===== src/design/assert_macros.svh =====
`ifndef ASSERT_MACROS_SVH
`define ASSERT_MACROS_SVH

// Same-cycle implication, sampled on the rising edge, quiet during reset.
`define ASSERT_IMPL(lbl, ante, cons, msg) \
    lbl: assert property (@(posedge i_clk) disable iff (!i_rst_n) (ante) |-> (cons)) \
        else $error(msg);

// Next-cycle implication.
`define ASSERT_NEXT(lbl, ante, cons, msg) \
    lbl: assert property (@(posedge i_clk) disable iff (!i_rst_n) (ante) |=> (cons)) \
        else $error(msg);

`endif


===== src/design/hiff_pkg.sv =====
`default_nettype none

package hiff_pkg;

    localparam int HIFF_MAX_LEVELS = 16;
    localparam int CFG_W           = 5;
    localparam int FIT_W           = 21;
    localparam int CLASS_W         = 2;
    localparam int SYM_W           = 2;

    localparam logic [CFG_W-1:0] LEVELS_RESET = 5'd6;

    // Symbol codes carried between cells and held as pending left halves
    localparam logic [SYM_W-1:0] SYM_ZERO  = 2'd0;
    localparam logic [SYM_W-1:0] SYM_ONE   = 2'd1;
    localparam logic [SYM_W-1:0] SYM_EMPTY = 2'd2;
    localparam logic [SYM_W-1:0] SYM_NULL  = 2'd3;

    localparam logic [CLASS_W-1:0] CLASS_ZEROS = 2'd0;
    localparam logic [CLASS_W-1:0] CLASS_ONES  = 2'd1;
    localparam logic [CLASS_W-1:0] CLASS_MIXED = 2'd2;

    typedef struct packed {
        logic             valid;
        logic [SYM_W-1:0] sym;
        logic [FIT_W-1:0] score;
    } t_carry;

    typedef struct packed {
        logic [CLASS_W-1:0] cls;
        logic [FIT_W-1:0]   fitness;
    } t_result;

    function automatic logic [CFG_W-1:0] clamp_levels(input logic [CFG_W-1:0] raw,
                                                      input logic [CFG_W-1:0] max_lv);
        logic [CFG_W-1:0] lv;
        lv = raw;
        if (lv < CFG_W'(1)) begin
            lv = CFG_W'(1);
        end
        if (lv > max_lv) begin
            lv = max_lv;
        end
        return lv;
    endfunction

    function automatic logic [CLASS_W-1:0] sym_to_class(input logic [SYM_W-1:0] sym);
        logic [CLASS_W-1:0] cls;
        unique case (sym)
            SYM_ZERO: cls = CLASS_ZEROS;
            SYM_ONE:  cls = CLASS_ONES;
            default:  cls = CLASS_MIXED;
        endcase
        return cls;
    endfunction

endpackage

`default_nettype wire


===== src/design/hiff_cell.sv =====
`default_nettype none

module hiff_cell #(
    parameter int LEVEL = 0
) (
    input  wire logic            i_clk,
    input  wire logic            i_rst_n,
    input  wire logic            i_clear,
    input  wire logic            i_adv,
    input  wire hiff_pkg::t_carry i_carry,
    output hiff_pkg::t_carry     o_carry
);
    import hiff_pkg::*;

    localparam logic [FIT_W-1:0] Bonus = FIT_W'(2) << LEVEL;

    logic [SYM_W-1:0] r_pend,        n_pend;
    logic [FIT_W-1:0] r_pend_score,  n_pend_score;
    logic             r_out_valid,   n_out_valid;
    logic [SYM_W-1:0] r_out_sym,     n_out_sym;
    logic [FIT_W-1:0] r_out_score,   n_out_score;
    logic [FIT_W-1:0] w_pair_sum;

    assign w_pair_sum = r_pend_score + i_carry.score;

    always_comb begin
        n_pend       = r_pend;
        n_pend_score = r_pend_score;
        n_out_valid  = 1'b0;
        n_out_sym    = r_out_sym;
        n_out_score  = r_out_score;
        if (i_carry.valid) begin
            if (r_pend == SYM_EMPTY) begin
                // hold the left half until its partner arrives
                n_pend       = i_carry.sym;
                n_pend_score = i_carry.score;
            end else begin
                n_pend      = SYM_EMPTY;
                n_out_valid = 1'b1;
                if (r_pend == i_carry.sym && i_carry.sym != SYM_NULL) begin
                    n_out_sym   = i_carry.sym;
                    n_out_score = w_pair_sum + Bonus;
                end else begin
                    n_out_sym   = SYM_NULL;
                    n_out_score = w_pair_sum;
                end
            end
        end
    end

    always_ff @(posedge i_clk) begin
        if (!i_rst_n || i_clear) begin
            r_pend      <= SYM_EMPTY;
            r_out_valid <= 1'b0;
        end else if (i_adv) begin
            r_pend      <= n_pend;
            r_out_valid <= n_out_valid;
        end
    end

    always_ff @(posedge i_clk) begin
        if (i_adv) begin
            r_pend_score <= n_pend_score;
            r_out_sym    <= n_out_sym;
            r_out_score  <= n_out_score;
        end
    end

    assign o_carry.valid = r_out_valid;
    assign o_carry.sym   = r_out_sym;
    assign o_carry.score = r_out_score;

endmodule

`default_nettype wire


===== src/design/hiff_out_buf.sv =====
`default_nettype none

module hiff_out_buf (
    input  wire logic             i_clk,
    input  wire logic             i_rst_n,
    input  wire logic             i_valid,
    input  wire hiff_pkg::t_result i_data,
    output logic                  o_ready,
    output logic                  o_valid,
    input  wire logic             i_ready,
    output hiff_pkg::t_result     o_data
);
    import hiff_pkg::*;

    `include "assert_macros.svh"

    logic    r_out_valid,  n_out_valid;
    logic    r_skid_valid, n_skid_valid;
    t_result r_out,        n_out;
    t_result r_skid,       n_skid;
    logic    w_free;

    // output slot free this cycle: empty or its beat is being taken
    assign w_free = !r_out_valid || i_ready;

    always_comb begin
        n_out_valid  = r_out_valid;
        n_skid_valid = r_skid_valid;
        n_out        = r_out;
        n_skid       = r_skid;
        if (w_free) begin
            if (r_skid_valid) begin
                n_out        = r_skid;
                n_out_valid  = 1'b1;
                n_skid       = i_data;
                n_skid_valid = i_valid;
            end else begin
                n_out       = i_data;
                n_out_valid = i_valid;
            end
        end else if (i_valid) begin
            n_skid       = i_data;
            n_skid_valid = 1'b1;
        end
    end

    always_ff @(posedge i_clk) begin
        if (!i_rst_n) begin
            r_out_valid  <= 1'b0;
            r_skid_valid <= 1'b0;
        end else begin
            r_out_valid  <= n_out_valid;
            r_skid_valid <= n_skid_valid;
        end
    end

    always_ff @(posedge i_clk) begin
        r_out  <= n_out;
        r_skid <= n_skid;
    end

    assign o_ready = !r_skid_valid;
    assign o_valid = r_out_valid;
    assign o_data  = r_out;

    `ASSERT_IMPL(a_skid_behind_out, r_skid_valid, r_out_valid, "skid beat without output beat")
    `ASSERT_IMPL(a_class_code, r_out_valid,
                 (r_out.cls == CLASS_ZEROS || r_out.cls == CLASS_ONES ||
                  r_out.cls == CLASS_MIXED), "bad optimum class code")

endmodule

`default_nettype wire


===== src/design/hiff_fitness_evaluator_core.sv =====
`default_nettype none

// Channel   Direction  Beat contents (low bit first)
// s_axis    in         tdata[0] gene, tdata[7:1] zero
// m_axis    out        tdata[20:0] fitness, tdata[22:21] optimum class, tdata[23] zero
// cfg       in         data[4:0] string levels L, taken every cycle
//
// One gene is taken per cycle while the row advances; the row of level cells merges one
// level per cycle, and a result goes from the string's top cell to the output register.
// Reset (synchronous, active low) empties every cell and sets L to 6.
// A configuration write discards the string in progress.
// A two-slot output buffer holds results under back-pressure; genes are refused
// only while its second slot is occupied, and the whole cell row freezes then.

module hiff_fitness_evaluator_core #(
    parameter int MAX_LEVELS = hiff_pkg::HIFF_MAX_LEVELS
) (
    input  wire logic                       i_clk,
    input  wire logic                       i_rst_n,
    input  wire logic                       i_s_axis_tvalid,
    output logic                            o_s_axis_tready,
    input  wire logic [7:0]                 i_s_axis_tdata,   // [0] gene
    output logic                            o_m_axis_tvalid,
    input  wire logic                       i_m_axis_tready,
    output logic [23:0]                     o_m_axis_tdata,   // [20:0] fitness, [22:21] class
    input  wire logic                       i_cfg_valid,
    output logic                            o_cfg_ready,
    input  wire logic [hiff_pkg::CFG_W-1:0] i_cfg_data
);
    import hiff_pkg::*;

    `include "assert_macros.svh"

    logic [CFG_W-1:0] r_eff_levels;
    logic             w_adv;
    logic             w_cfg_wr;
    t_carry           w_cell_in  [MAX_LEVELS];
    t_carry           w_cell_out [MAX_LEVELS];
    logic [MAX_LEVELS-1:0] w_top_sel;
    logic [MAX_LEVELS-1:0] w_carry_valid;
    logic             w_res_valid;
    logic [SYM_W-1:0] w_res_sym;
    logic [FIT_W-1:0] w_res_score;
    t_result          w_res;
    t_result          w_out;
    logic             w_buf_ready;

    assign o_cfg_ready = 1'b1;
    assign w_cfg_wr    = i_cfg_valid;

    always_ff @(posedge i_clk) begin
        if (!i_rst_n) begin
            r_eff_levels <= clamp_levels(LEVELS_RESET, CFG_W'(MAX_LEVELS));
        end else if (w_cfg_wr) begin
            r_eff_levels <= clamp_levels(i_cfg_data, CFG_W'(MAX_LEVELS));
        end
    end

    assign w_adv           = w_buf_ready;
    assign o_s_axis_tready = w_adv;

    assign w_cell_in[0].valid = i_s_axis_tvalid && w_adv;
    assign w_cell_in[0].sym   = {1'b0, i_s_axis_tdata[0]};
    assign w_cell_in[0].score = '0;

    for (genvar l = 0; l < MAX_LEVELS; l++) begin : g_cell
        if (l > 0) begin : g_link
            // pass the carry up only while this level is inside the string
            assign w_cell_in[l].valid = w_cell_out[l-1].valid &&
                                        (CFG_W'(l) < r_eff_levels);
            assign w_cell_in[l].sym   = w_cell_out[l-1].sym;
            assign w_cell_in[l].score = w_cell_out[l-1].score;
        end

        hiff_cell #(
            .LEVEL (l)
        ) u_cell (
            .i_clk   (i_clk),
            .i_rst_n (i_rst_n),
            .i_clear (w_cfg_wr),
            .i_adv   (w_adv),
            .i_carry (w_cell_in[l]),
            .o_carry (w_cell_out[l])
        );

        assign w_top_sel[l]     = (r_eff_levels == CFG_W'(l + 1));
        assign w_carry_valid[l] = w_cell_out[l].valid;
    end

    // pick the carry leaving the top level of the current string length
    always_comb begin
        w_res_valid = 1'b0;
        w_res_sym   = '0;
        w_res_score = '0;
        for (int l = 0; l < MAX_LEVELS; l++) begin
            w_res_valid = w_res_valid | (w_cell_out[l].valid & w_top_sel[l]);
            w_res_sym   = w_res_sym   | (w_cell_out[l].sym & {SYM_W{w_top_sel[l]}});
            w_res_score = w_res_score | (w_cell_out[l].score & {FIT_W{w_top_sel[l]}});
        end
    end

    assign w_res.fitness = (FIT_W'(1) << r_eff_levels) + w_res_score;
    assign w_res.cls     = sym_to_class(w_res_sym);

    hiff_out_buf u_out_buf (
        .i_clk   (i_clk),
        .i_rst_n (i_rst_n),
        .i_valid (w_res_valid && w_adv),
        .i_data  (w_res),
        .o_ready (w_buf_ready),
        .o_valid (o_m_axis_tvalid),
        .i_ready (i_m_axis_tready),
        .o_data  (w_out)
    );

    assign o_m_axis_tdata = {1'b0, w_out.cls, w_out.fitness};

    `ASSERT_NEXT(a_cfg_clears_row, w_cfg_wr, (w_carry_valid == '0),
                 "carry left in cell row after length write")

endmodule

`default_nettype wire


===== config.mk =====
export PLATFORM = sky130hd
export DESIGN_NAME = hiff_fitness_evaluator_core
export DESIGN_NICKNAME = d
export VERILOG_FILES = /design/src/design/hiff_pkg.sv /design/src/design/hiff_cell.sv /design/src/design/hiff_out_buf.sv /design/src/design/hiff_fitness_evaluator_core.sv
export VERILOG_INCLUDE_DIRS = /design/src /design/src/design
export SDC_FILE = /design/constraint.sdc
export NUM_CORES = 1
export LEC_CHECK = 0
export ABC_AREA = 1
export BUFFER_PORTS_ARGS = -buffer_cell sky130_fd_sc_hd__buf_2
export CAP_MARGIN = 20
export CORE_MARGIN = 3
export CORE_UTILIZATION = 40
export DETAILED_ROUTE_END_ITERATION = 8
export PLACE_DENSITY = 0.52
export RECOVER_POWER = 25
export SETUP_SLACK_MARGIN = 0.1
export SLEW_MARGIN = 20
export SYNTH_ARGS = -nofsm -noshare
export SYNTH_HDL_FRONTEND = slang
export SYNTH_SLANG_ARGS = --single-unit

===== constraint.sdc =====
create_clock -name i_clk -period 6.47 [get_ports i_clk]
set_input_delay 1.294 -clock i_clk [delete_from_list [all_inputs] [get_ports i_clk]]
set_output_delay 1.294 -clock i_clk [all_outputs]
set_load 0.005 [all_outputs]

==> results.py, run 1 <==
metrics = {
    "outcome": {
        "outcome": "finished clean",
    },
    "logic_synthesis": {
        "number_of_distinct_library_cell_variants_in_the_gate_level_netlist_after_synthesis": 58,
        "synth-seq-cells": 553,
        "ys.warnings.count": 0,
        "synth_area_leader_cell": "sky130_fd_sc_hd__edfxtp_1",
        "synth-edff-count": 498,
        "synthArstFlopShare": 0,
        "synthesis.area_per_instance_um2": 8.977,
        "synth_top_area_frac": 0.4498,
        "syn_inst": 3703,
        "synth_nets": 3964,
        "ys.flop_type": "sky130_fd_sc_hd__edfxtp_1",
        "ys_seq_area_frac": 0.4830,
        "synth_area_um2": 33240,
        "ranking_of_synthesized_cells_by_area": "sky130_fd_sc_hd__edfxtp_1 (45%), sky130_fd_sc_hd__nand2_1 (11%), sky130_fd_sc_hd__ha_1 (8.6%)",
    },
    "pwr": {
        "worst_ir_drop_vdd_uv": 183.6,
        "powerDensity_nw_per_um2": 213.1,
        "pnr_total_power_mw": 7.891,
        "power.static_leakage_nw": 15.87,
    },
    "setup_path": {
        "cp_cell_sequence": "inv_2, nor2_1, inv_1, nor2_1, nand2_1, nand4_1, nor2_1, nand3_1, ha_1, fa_1, nand3_1, nand2_1, a21boi_0, o21bai_1, nand2_1, nand4_1, xor2_1, nand2_1, nand2_1",
        "timing.critical_path.slowest_cell_delay_ns": 0.87,
        "crit_type": "flop to flop",
        "cp.buffers_inverters": 2,
        "cp_slowest_cell": "sky130_fd_sc_hd__nor2_1",
        "timing.critical_path.fanout_max": 9,
        "req_time_crit_path_ns": 6.95,
        "startpoint_kind_of_the_worst_setup_timing_path": "flop",
        "crit_arrival_ns": 4.77,
        "top_family_by_delay_on_critical_path": "simple AND/OR/NAND/NOR gates",
        "crit_path_frequent_cell": "sky130_fd_sc_hd__nand2_1",
        "critical_path.endpoint_type": "flop",
    },
    "timing": {
        "final.setup_skew_ns": 0.01954,
        "fmax_mhz": 233.1,
        "final_min_period_over_clock_period": 0.6631,
        "report.final.setup_viol": 0,
        "worst_pin_slew_ns": 1.116,
        "final.min_clock_period_ns": 4.290,
        "max_slew_margin": 0.2532,
        "hold_violations": 0,
        "rsz0062_at_grt": "no",
        "setup-tns-final_ns": 0,
        "worst_slack_ns": 2.180,
        "final_max_slew_viol_count": 0,
    },
    "floorplanning": {
        "std_cell_rows": 105,
        "die_h_um": 294.3,
        "core_area_um2": 82240,
        "initial_core_util": 0.4042,
        "die-width_um": 294.3,
        "dieArea_um2": 86600,
        "pin_count": 45,
    },
    "route": {
        "drt-pass1-iter-count": 6,
        "via_count": 25770,
        "post_drt_wl_per_cell_um": 19.99,
        "drt_wl_total_um": 98390,
        "first_iter_violations": 1982,
        "postRouteAntennaNets": 0,
        "drc_errors": 0,
        "route.detailed.vias_per_inst": 5.235,
    },
    "global_routing": {
        "grt_first_pass_wirelength_um": 147900,
        "first_global_vias": 24340,
        "grt_remaining_overflow": 0,
        "grt_max_degree": 42,
        "grt_util_all_layers": 0.2255,
        "number_of_antenna_violations_at_the_first_check_in_global_routing": 0,
    },
    "placed_design": {
        "place_worst_setup_slack_ns": 2.374,
        "port_buffers": 35,
        "post_dp_cell_area_um2": 34810,
        "gp_congestion": 0.8943,
        "place.detailed.hpwl_um": 77450,
    },
    "clock_network": {
        "cts.sinks": 553,
        "cts.root.buffer_cell": "sky130_fd_sc_hd__clkbuf_16",
        "cts_tree": "done",
        "cts.htree.levels": 3,
        "clock_slew_at_reported_path_ffs_ns": 0.05,
        "clock_insertion_delay_worst_skew_ns": 0.61,
        "cts_max_path_buffers": 3,
        "cts_hold_repair.buffers": 0,
        "post_cts_resize_count": 0,
        "cts_inserted_buffers": 68,
        "post_cts_buffers": 0,
    },
    "final_layout": {
        "area.growth.synth_to_final_pct": 11.40,
        "postLayoutCellArea_um2": 37030,
        "fin_nets": 4061,
        "layout-drive-gt1-share": 0.06620,
    },
    "job": {
        "max-cap-violations": 0,
    },
    "worst_hold_path": {
        "min-delay-path-class": "flop to flop",
    },
}
-- through the flow --
step                hold slack [ns]  cells    util
global route                 0.4878   4922  0.4503
finish                       0.4659   4923  0.4503
global placement             0.4551   4799  0.4232
detailed placement           0.4600   4799  0.4233
floorplan                    0.4453   3703       -
CTS                          0.4683   4921  0.4502
-- sequential cells by signal, summed over array words and instances, names as in the netlist --
signal	flops
g_cell.u_cell.r_out_score	220
r_eff_levels	5
g_cell.u_cell.r_pend	32
u_out_buf.o_valid	1
u_out_buf.r_skid_valid	1
g_cell.u_cell.r_out_valid	16
u_out_buf.o_data	23
u_out_buf.r_skid	23
g_cell.u_cell.r_pend_score	200
g_cell.u_cell.r_out_sym	32
-- kinds of logic after synthesis --
family | Yosys count | share of synthesized area
AND/OR/NAND/NOR | 1646 | 0.2134
flip-flops | 553 | 0.4830
AO/OA/AOI/OAI | 535 | 0.09541
buffers and inverters | 529 | 0.06105
adder cells (fa/ha/maj) | 243 | 0.09485
XOR/XNOR | 195 | 0.05205
other | 2 | 0.0002259
-- cell type report --
| class | instances | area, µm² |
|---|---|---|
| diodes | 1 | 2.502 |
| fillers | 8114 | 45210 |
| well taps | 1070 | 1339 |
| flip-flops and latches | 553 | 16060 |
| clock inverters | 37 | 369.1 |
| multi-input cells | 2621 | 15200 |
| clock buffers | 85 | 1839 |
| repair buffers | 59 | 359.1 |
| inverters | 497 | 1866 |
-- per-layer routing --
| layer | track usage | vias to the layer above | share of wire |
|---|---|---|---|
| li1 | - | 12840 | - |
| met1 | 0.3269 | 12210 | 0.48 |
| met2 | 0.3536 | 599 | 0.44 |
| met3 | 0.03459 | 120 | 0.055 |
| met4 | 0.05745 | 0 | 0.025 |
| met5 | 0 | - | 0 |
-- synthesized netlist by cell type, types with 4 or more instances --
| cell type | count |
|---|---|
| sky130_fd_sc_hd__a211oi_1 | 18 |
| sky130_fd_sc_hd__a21boi_0 | 10 |
| sky130_fd_sc_hd__a21o_1 | 14 |
| sky130_fd_sc_hd__a21oi_1 | 248 |
| sky130_fd_sc_hd__a221oi_1 | 26 |
| sky130_fd_sc_hd__a22o_1 | 24 |
| sky130_fd_sc_hd__a22oi_1 | 8 |
| sky130_fd_sc_hd__a31oi_1 | 16 |
| sky130_fd_sc_hd__and2_1 | 5 |
| sky130_fd_sc_hd__buf_2 | 14 |
| sky130_fd_sc_hd__clkbuf_1 | 11 |
| sky130_fd_sc_hd__dfxtp_1 | 55 |
| sky130_fd_sc_hd__edfxtp_1 | 498 |
| sky130_fd_sc_hd__fa_1 | 15 |
| sky130_fd_sc_hd__ha_1 | 228 |
| sky130_fd_sc_hd__inv_1 | 481 |
| sky130_fd_sc_hd__inv_2 | 15 |
| sky130_fd_sc_hd__nand2_1 | 939 |
| sky130_fd_sc_hd__nand2_2 | 22 |
| sky130_fd_sc_hd__nand3_1 | 212 |
| sky130_fd_sc_hd__nand3_2 | 7 |
| sky130_fd_sc_hd__nand3b_1 | 20 |
| sky130_fd_sc_hd__nand4_1 | 85 |
| sky130_fd_sc_hd__nand4_2 | 4 |
| sky130_fd_sc_hd__nor2_1 | 275 |
| sky130_fd_sc_hd__nor2_2 | 16 |
| sky130_fd_sc_hd__nor2_4 | 4 |
| sky130_fd_sc_hd__nor3_1 | 30 |
| sky130_fd_sc_hd__nor3_2 | 4 |
| sky130_fd_sc_hd__nor4_1 | 4 |
| sky130_fd_sc_hd__o211ai_1 | 19 |
| sky130_fd_sc_hd__o21a_1 | 6 |
| sky130_fd_sc_hd__o21ai_0 | 104 |
| sky130_fd_sc_hd__o21ai_1 | 4 |
| sky130_fd_sc_hd__o21bai_1 | 9 |
| sky130_fd_sc_hd__o22ai_1 | 13 |
| sky130_fd_sc_hd__o31ai_1 | 5 |
| sky130_fd_sc_hd__or2_1 | 6 |
| sky130_fd_sc_hd__or2_2 | 6 |
| sky130_fd_sc_hd__xnor2_1 | 78 |
| sky130_fd_sc_hd__xor2_1 | 114 |
-- final timing paths --
kind                            cells after the start                                startpoint                                        to  slack (ns)
worst min register to register                      2  g_cell[15].u_cell.r_pend[0]$_SDFFE_PP0P_  g_cell[15].u_cell.r_pend[0]$_SDFFE_PP0P_        0.47
worst min-delay path                                2  g_cell[15].u_cell.r_pend[0]$_SDFFE_PP0P_  g_cell[15].u_cell.r_pend[0]$_SDFFE_PP0P_        0.47
worst max-delay path                               19              r_eff_levels[1]$_SDFFE_PN1P_            u_out_buf.o_data[17]$_DFFE_PP_        2.18
worst max register to register                     19              r_eff_levels[1]$_SDFFE_PN1P_            u_out_buf.o_data[17]$_DFFE_PP_        2.18
-- worst reg2reg max path, delay by kind of cell (launching register included) --
kind	cells	cell delay, ns
simple gates	12	2.21
fa+ha+maj	2	0.60
compound gates	2	0.45
flops	1	0.43
xor+xnor	1	0.26
buf+inv	2	0.22
-- placed cells by master (no fill, tap or decap), types with 85 or more instances in the layout --
cell / netlist / layout
sky130_fd_sc_hd__ha_1: 228 / 228
sky130_fd_sc_hd__nand2_1: 939 / 940
sky130_fd_sc_hd__o21ai_0: 104 / 104
sky130_fd_sc_hd__nand3_1: 212 / 213
sky130_fd_sc_hd__nand4_1: 85 / 85
sky130_fd_sc_hd__edfxtp_1: 498 / 498
sky130_fd_sc_hd__inv_1: 481 / 481
sky130_fd_sc_hd__a21oi_1: 248 / 248
sky130_fd_sc_hd__nor2_1: 275 / 265
sky130_fd_sc_hd__xor2_1: 114 / 114
-- power breakdown --
part	total (mW)	switching (mW)	internal, mW
Combinational	0.196	0.134	0.0618
Clock	3.82	1.55	2.26
Sequential	3.88	0.00871	3.87
Total	7.89	1.70	6.19
(Power assumes the default switching activity.)
==> inputs of run 2 (changes only) <==
==> constraint.sdc (replaced) <==
create_clock -name i_clk -period 4 [get_ports i_clk]
set_input_delay 0.8 -clock i_clk [delete_from_list [all_inputs] [get_ports i_clk]]
set_output_delay 0.8 -clock i_clk [all_outputs]
set_load 0.005 [all_outputs]
==> results.py, run 2 (synthesis results as in run 1) <==
metrics = {
    "timing": {
        "rsz0062_at_grt": "no",
        "max_slew_margin": 0.3508,
        "hold_violations": 0,
        "final_min_period_over_clock_period": 0.9246,
        "final_max_slew_viol_count": 0,
        "report.final.setup_viol": 0,
        "setup-tns-final_ns": 0,
        "timing.hold.ws_ns": 0.4729,
        "final.min_clock_period_ns": 3.698,
        "fmax_mhz": 270.4,
        "final.setup_skew_ns": 0.02161,
        "worst_pin_slew_ns": 0.9727,
    },
    "global_routing": {
        "grt_first_pass_wirelength_um": 147300,
        "first_global_vias": 24360,
        "grt_util_all_layers": 0.2263,
        "grt_remaining_overflow": 0,
        "grt_max_degree": 41,
        "number_of_antenna_violations_at_the_first_check_in_global_routing": 0,
    },
    "setup_path": {
        "req_time_crit_path_ns": 4.35,
        "crit_arrival_ns": 4.05,
        "crit_path_frequent_cell": "sky130_fd_sc_hd__nand3_1",
        "timing.critical_path.slowest_cell_delay_ns": 0.49,
        "cp_cell_sequence": "nor2_1, nand2_2, nor2_2, buf_12, nand2_1, nand3_1, a211oi_1, nand3_1, ha_1, a21oi_1, o21ai_0, a211oi_1, nand3_1, nand2_1, nand3_1, and2_1",
        "regToRegSetupSlack_ns": 0.30,
        "reg2regPathDepth": 16,
        "startpoint_kind_of_the_worst_setup_timing_path": "flop",
        "crit_type": "flop to flop",
        "timing.critical_path.fanout_max": 23,
        "cp_slowest_cell": "sky130_fd_sc_hd__dfxtp_1",
        "critical_path.endpoint_type": "flop",
    },
    "route": {
        "first_iter_violations": 2047,
        "route.detailed.vias_per_inst": 5.236,
        "drt-pass1-iter-count": 5,
        "drc_errors": 0,
        "post_drt_wl_per_cell_um": 19.95,
        "postRouteAntennaNets": 0,
        "drt_wl_total_um": 98970,
        "via_count": 25980,
    },
    "final_layout": {
        "layout.cells.most_common": "sky130_fd_sc_hd__nand2_1",
        "layout-drive-gt1-share": 0.07504,
        "multi_input_area_um2": 15220,
        "filler_cell_count": 8032,
        "number_of_flip_flops_under_the_largest_register_name": 220,
        "fin_nets": 4098,
        "regArea_um2": 16060,
        "postLayoutCoreUtil": 0.4540,
        "top_register": "g_cell.u_cell.r_out_score",
        "mostFrequentLayoutCells": "sky130_fd_sc_hd__nand2_1 (938), sky130_fd_sc_hd__edfxtp_1 (498), sky130_fd_sc_hd__inv_1 (482), sky130_fd_sc_hd__nor2_1 (264), sky130_fd_sc_hd__a21oi_1 (248)",
        "area.growth.synth_to_final_pct": 12.32,
        "reg_top3": "g_cell.u_cell.r_out_score: 220 flops, g_cell.u_cell.r_pend_score: 200 flops",
    },
    "floorplanning": {
        "die_h_um": 294.3,
        "core_area_um2": 82240,
        "dieArea_um2": 86600,
        "die-width_um": 294.3,
        "pin_count": 45,
        "std_cell_rows": 105,
        "initial_core_util": 0.4042,
    },
    "pwr": {
        "internal-power_mw": 9.898,
        "power_switching_mw": 2.804,
        "clock_power_share": 0.480,
        "powerDensity_nw_per_um2": 340.2,
        "p_seq_frac": 0.494,
        "power.switching_fraction": 0.2207,
        "pnr_total_power_mw": 12.70,
        "comb_power_share": 0.027,
        "power.static_leakage_nw": 16.05,
        "worst_ir_drop_vdd_uv": 378.4,
    },
    "clock_network": {
        "post_cts_buffers": 0,
        "cts.htree.levels": 3,
        "clock_slew_at_reported_path_ffs_ns": 0.06,
        "cts_tree": "done",
        "cts.sinks": 553,
        "cts.root.buffer_cell": "sky130_fd_sc_hd__clkbuf_16",
        "cts_max_path_buffers": 3,
        "cts_inserted_buffers": 67,
        "clock_insertion_delay_worst_skew_ns": 0.61,
    },
    "worst_hold_path": {
        "min-delay-path-class": "flop to flop",
        "worstHoldPathCells": 2,
    },
    "placed_design": {
        "place.detailed.hpwl_um": 78140,
        "port_buffers": 35,
        "gp_congestion": 0.9468,
    },
    "job": {
        "max-cap-violations": 0,
    },
    "outcome": {
        "outcome": "finished clean",
    },
}
run 2: cell types whose count changed in the layout (fill, tap and decap cells not counted), sizes merged:
| cell | delta |
|---|---|
| buf | +38 |
| clkbuf | -5 |
| clkinv | +7 |
| inv | -1 |
run 2: cell type report:
class,count,share of cell area
clock inverter,43,0.01180
antenna,1,0.00006702
inverter,497,0.05016
sequential,553,0.4300
tap,1070,0.03585
clock buffer,80,0.04648
multi-input combinational,2621,0.4077
timing repair buffer,97,0.01799
run 2: per-stage QoR:
stage / cells / setup WS, ns / instance area (µm²)
after floorplan: 3703 / 0.8111 / 33240
after global placement: 4836 / 0.3627 / 35120
after detailed placement: 4836 / 0.2959 / 35120
after CTS: 4959 / 0.2779 / 37300
after global routing: 4961 / 0.06670 / 37340
final: 4962 / 0.3016 / 37340
run 2: critical path: cells and delay by family (launching register included):
family | cells | cell delay, ns
AO/OA/AOI/OAI | 4 | 1.06
buffers and inverters | 1 | 0.16
flip-flops | 1 | 0.49
adder cells (fa/ha/maj) | 1 | 0.40
AND/OR/NAND/NOR | 10 | 1.29
run 2: repair_timing:
| item | CTS | global route |
|---|---|---|
| setup endpoints to repair | 0 | 6 |
| hold buffers | 0 | 0 |
| gates resized for setup | 0 | 11 |
run 2: power groups by stage:
stage	logic, mW	clock network, mW	registers [mW]
2_1_floorplan	0.184	0	6.39
3_3_place_gp	0.334	0	6.39
3_5_place_dp	0.335	0	6.39
4_1_cts	0.337	6.24	6.27
5_1_grt	0.370	6.47	6.27
6_report	0.339	6.09	6.27
run 2: path summary, 6_finish.rpt:
check,from,end
worst max-delay path,r_eff_levels[0]$_SDFFE_PN0P_,u_out_buf.r_skid[20]$_DFFE_PP_
worst min-delay path,g_cell[14].u_cell.r_pend[0]$_SDFFE_PP0P_,g_cell[14].u_cell.r_pend[0]$_SDFFE_PP0P_
worst max register to register,r_eff_levels[0]$_SDFFE_PN0P_,u_out_buf.r_skid[20]$_DFFE_PP_
worst min register to register,g_cell[14].u_cell.r_pend[0]$_SDFFE_PP0P_,g_cell[14].u_cell.r_pend[0]$_SDFFE_PP0P_
run 2: metal layers:
metal | vias to the layer above | share of wire | global-route usage
met5 | - | 0 | 0
met4 | 0 | 0.034 | 0.07266
met1 | 12250 | 0.46 | 0.3212
met3 | 149 | 0.067 | 0.04310
li1 | 12910 | - | -
met2 | 673 | 0.44 | 0.3493
